## src/hdl/sfr_pkg.sv

```systemverilog
// Package: frame constants and result codes for the status frame receiver.
`timescale 1ns / 1ps

package sfr_pkg;

  localparam logic [7:0] HdrLow  = 8'hF0;
  localparam logic [7:0] HdrHigh = 8'hF1;

  // Payload bytes in one status frame.
  localparam int unsigned FrameLen = 6;

  typedef logic [1:0] kind_t;

  localparam kind_t KIND_NONE = 2'd0;
  localparam kind_t KIND_ACK  = 2'd1;
  localparam kind_t KIND_LOW  = 2'd2;
  localparam kind_t KIND_HIGH = 2'd3;

endpackage

```

## src/hdl/sfr_in_if.sv

```systemverilog
// Interface: input byte channel, valid/ready with one received byte.
`timescale 1ns / 1ps

interface sfr_in_if;
  logic       valid;
  logic       ready;
  logic [7:0] rx_byte;

  modport source (output valid, output rx_byte, input ready);
  modport sink   (input valid, input rx_byte, output ready);
endinterface

```

## src/hdl/sfr_out_if.sv

```systemverilog
// Interface: result channel, valid/ready with frame flags and six frame bytes.
`timescale 1ns / 1ps

interface sfr_out_if;
  import sfr_pkg::*;

  logic       valid;
  logic       ready;
  logic       after_frame;
  kind_t      frame_kind;
  logic       check_ok;
  logic [7:0] byte_one;
  logic [7:0] byte_two;
  logic [7:0] byte_three;
  logic [7:0] byte_four;
  logic [7:0] byte_five;
  logic [7:0] byte_six;

  modport source (
    output valid, output after_frame, output frame_kind, output check_ok,
    output byte_one, output byte_two, output byte_three, output byte_four,
    output byte_five, output byte_six, input ready
  );
  modport sink (
    input valid, input after_frame, input frame_kind, input check_ok,
    input byte_one, input byte_two, input byte_three, input byte_four,
    input byte_five, input byte_six, output ready
  );
endinterface

```

## src/hdl/sfr_cell.sv

```systemverilog
// Module: one byte cell of the collect chain, with a running XOR pass-through.
`timescale 1ns / 1ps

module sfr_cell (
  input  logic       clk,
  input  logic       shift,
  input  logic [7:0] data_in,
  input  logic [7:0] xor_in,
  output logic [7:0] data_out,
  output logic [7:0] xor_out
);

  logic [7:0] data;

  always_ff @(posedge clk) begin
    if (shift) begin
      data <= data_in;
    end
  end

  assign data_out = data;
  assign xor_out  = xor_in ^ data;

endmodule

```

## src/hdl/status_frame_receiver.sv

```systemverilog
// Module: top level of the status frame receiver, byte parser over a chain of cells.
`timescale 1ns / 1ps

// Channel  Dir  Payload                                          Transfer
// rx       in   rx_byte[7:0]                                     valid && ready
// res      out  after_frame, frame_kind[1:0], check_ok,          valid && ready
//               byte_one .. byte_six [7:0]
//
// One registered result per byte; a byte can be taken every cycle while no result stalls.
// The frame completes on its last byte: the first five payload bytes sit in a
// five-cell shift chain and the sixth is read straight from the input.
// Synchronous reset returns the parser to idle and empties the result register.
// A stalled result holds its register; rx.ready drops only while it is held or in reset.

module status_frame_receiver
  import sfr_pkg::*;
(
  input  logic      clk,
  input  logic      rst,
  sfr_in_if.sink    rx,
  sfr_out_if.source res
);

  localparam int unsigned NumCells = FrameLen - 1;

  typedef enum logic [1:0] {
    MODE_IDLE,
    MODE_AFTER,
    MODE_LOW,
    MODE_HIGH
  } mode_t;

  mode_t      mode;
  mode_t      mode_next;
  logic [2:0] held;
  logic [2:0] held_next;

  logic [7:0] b;
  logic       take;
  logic       collecting;
  logic       ack;
  logic       full;
  logic       shift_en;

  logic [7:0] cell_q [NumCells];
  logic [7:0] xor_c  [NumCells + 1];

  assign b        = rx.rx_byte;
  assign rx.ready = !rst && (!res.valid || res.ready);
  assign take     = rx.valid && rx.ready;

  assign collecting = (mode == MODE_LOW || mode == MODE_HIGH) &&
                      b != HdrLow && b != HdrHigh;
  assign ack  = collecting && mode == MODE_LOW && held == 3'd1 && b == ~cell_q[0];
  assign full = collecting && !ack && held == 3'(NumCells);
  assign shift_en = take && collecting;

  assign xor_c[0] = 8'h00;

  // cell 0 takes the newest byte; older bytes move toward the end of the chain
  for (genvar i = 0; i < NumCells; i++) begin : g_cell
    if (i == 0) begin : g_head
      sfr_cell u_cell (
        .clk     (clk),
        .shift   (shift_en),
        .data_in (b),
        .xor_in  (xor_c[i]),
        .data_out(cell_q[i]),
        .xor_out (xor_c[i+1])
      );
    end else begin : g_body
      sfr_cell u_cell (
        .clk     (clk),
        .shift   (shift_en),
        .data_in (cell_q[i-1]),
        .xor_in  (xor_c[i]),
        .data_out(cell_q[i]),
        .xor_out (xor_c[i+1])
      );
    end
  end

  always_comb begin
    mode_next = mode;
    held_next = held;
    if (b == HdrLow) begin
      mode_next = MODE_LOW;
      held_next = 3'd0;
    end else if (b == HdrHigh) begin
      mode_next = MODE_HIGH;
      held_next = 3'd0;
    end else if (collecting) begin
      if (ack || full) begin
        mode_next = MODE_AFTER;
        held_next = 3'd0;
      end else begin
        held_next = held + 3'd1;
      end
    end
  end

  always_ff @(posedge clk) begin
    if (rst) begin
      mode      <= MODE_IDLE;
      held      <= 3'd0;
      res.valid <= 1'b0;
    end else begin
      if (take) begin
        res.valid       <= 1'b1;
        mode            <= mode_next;
        held            <= held_next;
        res.after_frame <= (mode_next == MODE_AFTER);
        res.frame_kind  <= KIND_NONE;
        res.check_ok    <= 1'b0;
        res.byte_one    <= 8'h00;
        res.byte_two    <= 8'h00;
        res.byte_three  <= 8'h00;
        res.byte_four   <= 8'h00;
        res.byte_five   <= 8'h00;
        res.byte_six    <= 8'h00;
        if (ack) begin
          res.frame_kind <= KIND_ACK;
          res.byte_one   <= cell_q[0];
          res.byte_two   <= b;
        end else if (full) begin
          res.frame_kind <= (mode == MODE_LOW) ? KIND_LOW : KIND_HIGH;
          res.check_ok   <= (xor_c[NumCells] == b);
          res.byte_one   <= cell_q[4];
          res.byte_two   <= cell_q[3];
          res.byte_three <= cell_q[2];
          res.byte_four  <= cell_q[1];
          res.byte_five  <= cell_q[0];
          res.byte_six   <= b;
        end
      end else if (res.ready) begin
        res.valid <= 1'b0;
      end
    end
  end

endmodule

```

## src/flat_wrapper.sv

```systemverilog
// flat-port wrapper written by rule: the top's interface ports become plain ports
module status_frame_receiver_flat import sfr_pkg::*;
  (clk, rst, rx_valid, rx_rx_byte, rx_ready, res_valid, res_after_frame, res_frame_kind, res_check_ok, res_byte_one, res_byte_two, res_byte_three, res_byte_four, res_byte_five, res_byte_six, res_ready);
  sfr_in_if rx_i ();
  sfr_out_if res_i ();
  input  logic clk;
  input  logic rst;
  input wire logic [$bits(rx_i.valid)-1:0] rx_valid;
  input wire logic [$bits(rx_i.rx_byte)-1:0] rx_rx_byte;
  output wire logic [$bits(rx_i.ready)-1:0] rx_ready;
  output wire logic [$bits(res_i.valid)-1:0] res_valid;
  output wire logic [$bits(res_i.after_frame)-1:0] res_after_frame;
  output wire logic [$bits(res_i.frame_kind)-1:0] res_frame_kind;
  output wire logic [$bits(res_i.check_ok)-1:0] res_check_ok;
  output wire logic [$bits(res_i.byte_one)-1:0] res_byte_one;
  output wire logic [$bits(res_i.byte_two)-1:0] res_byte_two;
  output wire logic [$bits(res_i.byte_three)-1:0] res_byte_three;
  output wire logic [$bits(res_i.byte_four)-1:0] res_byte_four;
  output wire logic [$bits(res_i.byte_five)-1:0] res_byte_five;
  output wire logic [$bits(res_i.byte_six)-1:0] res_byte_six;
  input wire logic [$bits(res_i.ready)-1:0] res_ready;
  assign rx_i.valid = rx_valid;
  assign rx_i.rx_byte = rx_rx_byte;
  assign rx_ready = rx_i.ready;
  assign res_valid = res_i.valid;
  assign res_after_frame = res_i.after_frame;
  assign res_frame_kind = res_i.frame_kind;
  assign res_check_ok = res_i.check_ok;
  assign res_byte_one = res_i.byte_one;
  assign res_byte_two = res_i.byte_two;
  assign res_byte_three = res_i.byte_three;
  assign res_byte_four = res_i.byte_four;
  assign res_byte_five = res_i.byte_five;
  assign res_byte_six = res_i.byte_six;
  assign res_i.ready = res_ready;
  status_frame_receiver u_core (.clk(clk), .rst(rst), .rx(rx_i), .res(res_i));
endmodule
```

## config.mk

```make
export PLATFORM = sky130hd
export DESIGN_NAME = status_frame_receiver_flat
export DESIGN_NICKNAME = d
export VERILOG_FILES = /design/src/hdl/sfr_pkg.sv /design/src/hdl/sfr_in_if.sv /design/src/hdl/sfr_out_if.sv /design/src/hdl/sfr_cell.sv /design/src/hdl/status_frame_receiver.sv /design/src/flat_wrapper.sv
export SDC_FILE = /design/constraint.sdc
export NUM_CORES = 1
export LEC_CHECK = 0
export ABC_AREA = 1
export CAP_MARGIN = 20
export CORE_MARGIN = 8
export CORE_UTILIZATION = 60
export DETAILED_ROUTE_END_ITERATION = 7
export DONT_BUFFER_PORTS = 1
export PLACE_DENSITY = 0.78
export SKIP_CTS_REPAIR_TIMING = 1
export SYNTH_ARGS = -nofsm -noshare
export SYNTH_HDL_FRONTEND = slang
export SYNTH_SLANG_ARGS = --single-unit
```

## constraint.sdc

```tcl
create_clock -name clk -period 5.9 [get_ports clk]
set_input_delay 0.295 -clock clk [delete_from_list [all_inputs] [get_ports clk]]
set_output_delay 0.295 -clock clk [all_outputs]
set_load 0.005 [all_outputs]
```

==> impl_metrics.xml <==
<?xml version="1.0" encoding="UTF-8"?>
<metrics>
  <group name="detailed_routing">
    <metric name="drt_pre_antenna_iters" unit="">5</metric>
    <metric name="drt-total-wl" unit="microns">8040</metric>
    <metric name="detail_route.wl_per_cell" unit="microns">15.5</metric>
    <metric name="via_count" unit="">2802</metric>
    <metric name="first_iter_violations" unit="">190</metric>
    <metric name="ant_nets" unit="">0</metric>
    <metric name="detail_route.vias_per_cell" unit="">5.40</metric>
    <metric name="drc_errors" unit="">0</metric>
  </group>
  <group name="floorplanning">
    <metric name="floorplan.initialDensity" unit="">0.625</metric>
    <metric name="floorplan.die_area" unit="sq um">10100</metric>
    <metric name="placement_rows" unit="">30</metric>
    <metric name="io_pins" unit="">66</metric>
    <metric name="floorplan.die.height" unit="microns">100</metric>
    <metric name="die_extent_in_x" unit="microns">100</metric>
    <metric name="design.core.area" unit="sq um">6830</metric>
  </group>
  <group name="timing">
    <metric name="fin_crit_sh" unit="">0.381</metric>
    <metric name="timing.final.crit_period" unit="ns">2.25</metric>
    <metric name="fin_ws" unit="ns">3.65</metric>
    <metric name="grt_setup_unrepaired" unit="">false</metric>
    <metric name="tightest_hold_margin" unit="ns">0.0245</metric>
    <metric name="setup_viol_count_final" unit="">0</metric>
    <metric name="maxSlewHeadroom" unit="">0.536</metric>
    <metric name="max_slew.worst_pin.slew" unit="ns">0.697</metric>
    <metric name="finalHoldViolations" unit="">0</metric>
    <metric name="finalSetupTns" unit="ns">0</metric>
    <metric name="final_max_slew_viol_count" unit="">0</metric>
    <metric name="finalClockSkew" unit="ns">0.00692</metric>
    <metric name="highest_achievable_clock_rate" unit="GHz">0.445</metric>
  </group>
  <group name="flow_run">
    <metric name="timing.max_cap.violations" unit="">0</metric>
  </group>
  <group name="worst_setup_path">
    <metric name="criticalPathCategory" unit="">register to register</metric>
    <metric name="crit_arrival" unit="ns">2.25</metric>
    <metric name="timing.reg2reg.worst_path_depth" unit="">7</metric>
    <metric name="critPathCaptureType" unit="">register</metric>
    <metric name="crit_fanout" unit="">57</metric>
    <metric name="timing.critical_path.from_type" unit="">register</metric>
    <metric name="worst_ep_required_time" unit="ns">5.90</metric>
  </group>
  <group name="global_routing">
    <metric name="grt_first_pass_wirelength" unit="microns">12600</metric>
    <metric name="grt_antenna_before_repair" unit="">0</metric>
    <metric name="grt_max_degree" unit="">58</metric>
    <metric name="number_of_global_route_vias_before_repair" unit="">2546</metric>
    <metric name="gr-total-overflow" unit="">0</metric>
    <metric name="groute.usage.overall" unit="">0.163</metric>
  </group>
  <group name="pwr">
    <metric name="p_clk_frac" unit="">0.320</metric>
    <metric name="combPwrFrac" unit="">0.023</metric>
    <metric name="internal_power_consumption" unit="uW">923</metric>
    <metric name="pwr-share-seq" unit="">0.658</metric>
    <metric name="ir_drop" unit="V">0.000133</metric>
    <metric name="power.switching" unit="uW">252</metric>
    <metric name="post-layout-total-power" unit="mW">1.17</metric>
    <metric name="cellLeakagePower" unit="nW">1.89</metric>
    <metric name="power.density" unit="nW/um^2">259</metric>
    <metric name="power.share.switching" unit="">0.214</metric>
  </group>
  <group name="synthesis">
    <metric name="synthesis.nets" unit="">424</metric>
    <metric name="synth.mux.area_fraction" unit="">0</metric>
    <metric name="synth.yosys.seq_area_share" unit="">0.675</metric>
    <metric name="most_numerous_cell_types_in_the_synthesized_netlist" unit="">sky130_fd_sc_hd__nand2_1, sky130_fd_sc_hd__edfxtp_1, sky130_fd_sc_hd__inv_1</metric>
    <metric name="synth_top_family_by_area" unit="">simple AND/OR/NAND/NOR gates</metric>
    <metric name="synth.avg_cell_area" unit="sq um">10.4</metric>
    <metric name="synth_seq_cells" unit="">98</metric>
    <metric name="synthesis.instances" unit="">410</metric>
    <metric name="synth_enable_flop_cells" unit="">92</metric>
    <metric name="synth_cell_types" unit="">24</metric>
    <metric name="synthTopCellsByArea" unit="">sky130_fd_sc_hd__edfxtp_1, sky130_fd_sc_hd__nand2_1, sky130_fd_sc_hd__inv_1</metric>
    <metric name="synthFlopType" unit="">sky130_fd_sc_hd__edfxtp_1</metric>
    <metric name="synth_adder_area_share" unit="">0.00586</metric>
    <metric name="yosys_warnings" unit="">0</metric>
    <metric name="synth_xor_area_frac" unit="">0.0185</metric>
    <metric name="synth_area" unit="sq um">4270</metric>
    <metric name="synth.largest_area_cell" unit="">sky130_fd_sc_hd__edfxtp_1</metric>
    <metric name="synth_largest_type_area_fraction" unit="">0.647</metric>
    <metric name="post_synth_and_or_nand_nor_area_fraction" unit="">0.198</metric>
    <metric name="postSynth.asyncResetShare" unit="">0</metric>
    <metric name="synth_compound_gate_area_share" unit="">0.0316</metric>
    <metric name="yosys.cell_count.top_type" unit="">sky130_fd_sc_hd__nand2_1</metric>
  </group>
  <group name="place">
    <metric name="numPlacedInstances" unit="">502</metric>
    <metric name="placedInstanceArea" unit="sq um">4360</metric>
    <metric name="place.detailed.hpwl" unit="microns">5460</metric>
    <metric name="final_gp_congestion" unit="">0.895</metric>
    <metric name="placement.io_buffers" unit="">0</metric>
    <metric name="pre_cts_worst_setup_slack" unit="ns">3.66</metric>
  </group>
  <group name="clocking">
    <metric name="htree_levels" unit="">3</metric>
    <metric name="insertion_delay" unit="ns">0.36</metric>
    <metric name="clock_sinks" unit="">98</metric>
    <metric name="cts_buffers" unit="">9</metric>
    <metric name="clkSlewWorstSetupHoldPaths" unit="ns">0.09</metric>
    <metric name="clockBufferDepth" unit="">2</metric>
    <metric name="tritoncts" unit="">yes</metric>
    <metric name="cts.root.buffer_cell" unit="">sky130_fd_sc_hd__clkbuf_8</metric>
  </group>
  <group name="cells_and_area">
    <metric name="multi_input_area" unit="sq um">1090</metric>
    <metric name="syn_to_final_growth" unit="%">6.18</metric>
    <metric name="num_antenna_cells" unit="">0</metric>
    <metric name="final_area" unit="sq um">4530</metric>
    <metric name="final_core_utilization" unit="">0.664</metric>
    <metric name="final.fill_count" unit="">511</metric>
    <metric name="nNetsFinal" unit="">432</metric>
    <metric name="drive_gt1_frac" unit="">0.0544</metric>
    <metric name="layout.cells.non_filler" unit="">519</metric>
    <metric name="final-seq-area" unit="sq um">2880</metric>
  </group>
  <group name="hold_path">
    <metric name="worst_hold_path_cells" unit="">0</metric>
    <metric name="hold_class" unit="">input port to register</metric>
  </group>
  <group name="outcome">
    <metric name="outcome" unit="">finished clean</metric>
  </group>
</metrics>
cell type report:
class,instances,area share
Timing Repair Buffer,4,0.00717
Tap cell,96,0.0265
Clock buffer,10,0.0281
Clock inverter,6,0.00745
Inverter,66,0.0546
Sequential cell,98,0.636
Multi-Input combinational cell,239,0.240
flip-flops by register name, summed over array words and instances, names as in the netlist, 3 cells and up:
register	flops
u_core.res.byte_three	8
u_core.g_cell.g_body.u_cell.data_out	32
u_core.res.byte_one	8
u_core.g_cell.g_head.u_cell.data_out	8
u_core.res.byte_two	8
u_core.held	3
u_core.res.byte_five	8
u_core.res.byte_four	8
u_core.res.byte_six	8
layout by cell type, fill, tap and decap left out, drive strengths merged:
master | netlist | layout
edfxtp | 92 | 92
clkinvlp | 0 | 1
clkinv | 0 | 5
buf | 7 | 3
o22ai | 12 | 12
nor2 | 56 | 56
dfxtp | 6 | 6
clkbuf | 0 | 10
nor2b | 1 | 1
ha | 2 | 2
nand4 | 3 | 3
dlygate4sd3 | 0 | 1
a21oi | 4 | 4
o21ai | 8 | 8
inv | 66 | 66
xnor2 | 8 | 8
nor3 | 3 | 3
nand3 | 38 | 38
xor2 | 1 | 1
nand2 | 103 | 103
power groups by stage:
stage	registers, mW	clock network [mW]	logic (mW)
detailed placement	0.789	0	0.0258
CTS	0.774	0.376	0.0260
global placement	0.790	0	0.0250
finish	0.773	0.376	0.0265
global route	0.774	0.404	0.0304
floorplan	0.787	0	0.0195
worst max-delay path: stages, from the launching register on:
cell and delay, ns:
sky130_fd_sc_hd__dfxtp_1 0.33, sky130_fd_sc_hd__inv_1 0.05, sky130_fd_sc_hd__nor2_1 0.07, sky130_fd_sc_hd__nor3_4 0.11, sky130_fd_sc_hd__buf_4 0.58, sky130_fd_sc_hd__nand2_1 0.19
sky130_fd_sc_hd__inv_1 0.09, sky130_fd_sc_hd__buf_4 0.44
kinds of logic after synthesis:
kind of cell | count (synthesis)
and+or+nand+nor | 204
adders and majority gates | 2
DFF | 98
xor gates and xnor gates | 9
AOI/OAI and AO/OA | 24
buffers and inverters | 73
worst paths after layout:
kind              slack, ns                                              endpoint                                                  from
setup reg to reg       3.65  u_core.g_cell[3].g_body.u_cell.data_out[0]$_DFFE_PP_                         u_core.res.valid$_SDFFE_PP0P_
hold reg to reg        0.48  u_core.g_cell[3].g_body.u_cell.data_out[2]$_DFFE_PP_  u_core.g_cell[2].g_body.u_cell.data_out[2]$_DFFE_PP_
setup / recovery       3.65  u_core.g_cell[3].g_body.u_cell.data_out[0]$_DFFE_PP_                         u_core.res.valid$_SDFFE_PP0P_
hold / removal         0.02  u_core.g_cell[0].g_head.u_cell.data_out[3]$_DFFE_PP_                                         rx_rx_byte[3]
layer usage:
metal	track usage	vias to the layer above	share of wire
li1	-	1364	-
met1	0.196	1331	0.42
met2	0.274	97	0.49
met3	0.0408	10	0.071
met4	0.0674	0	0.014
met5	0	-	0
(Power assumes the default switching activity.)
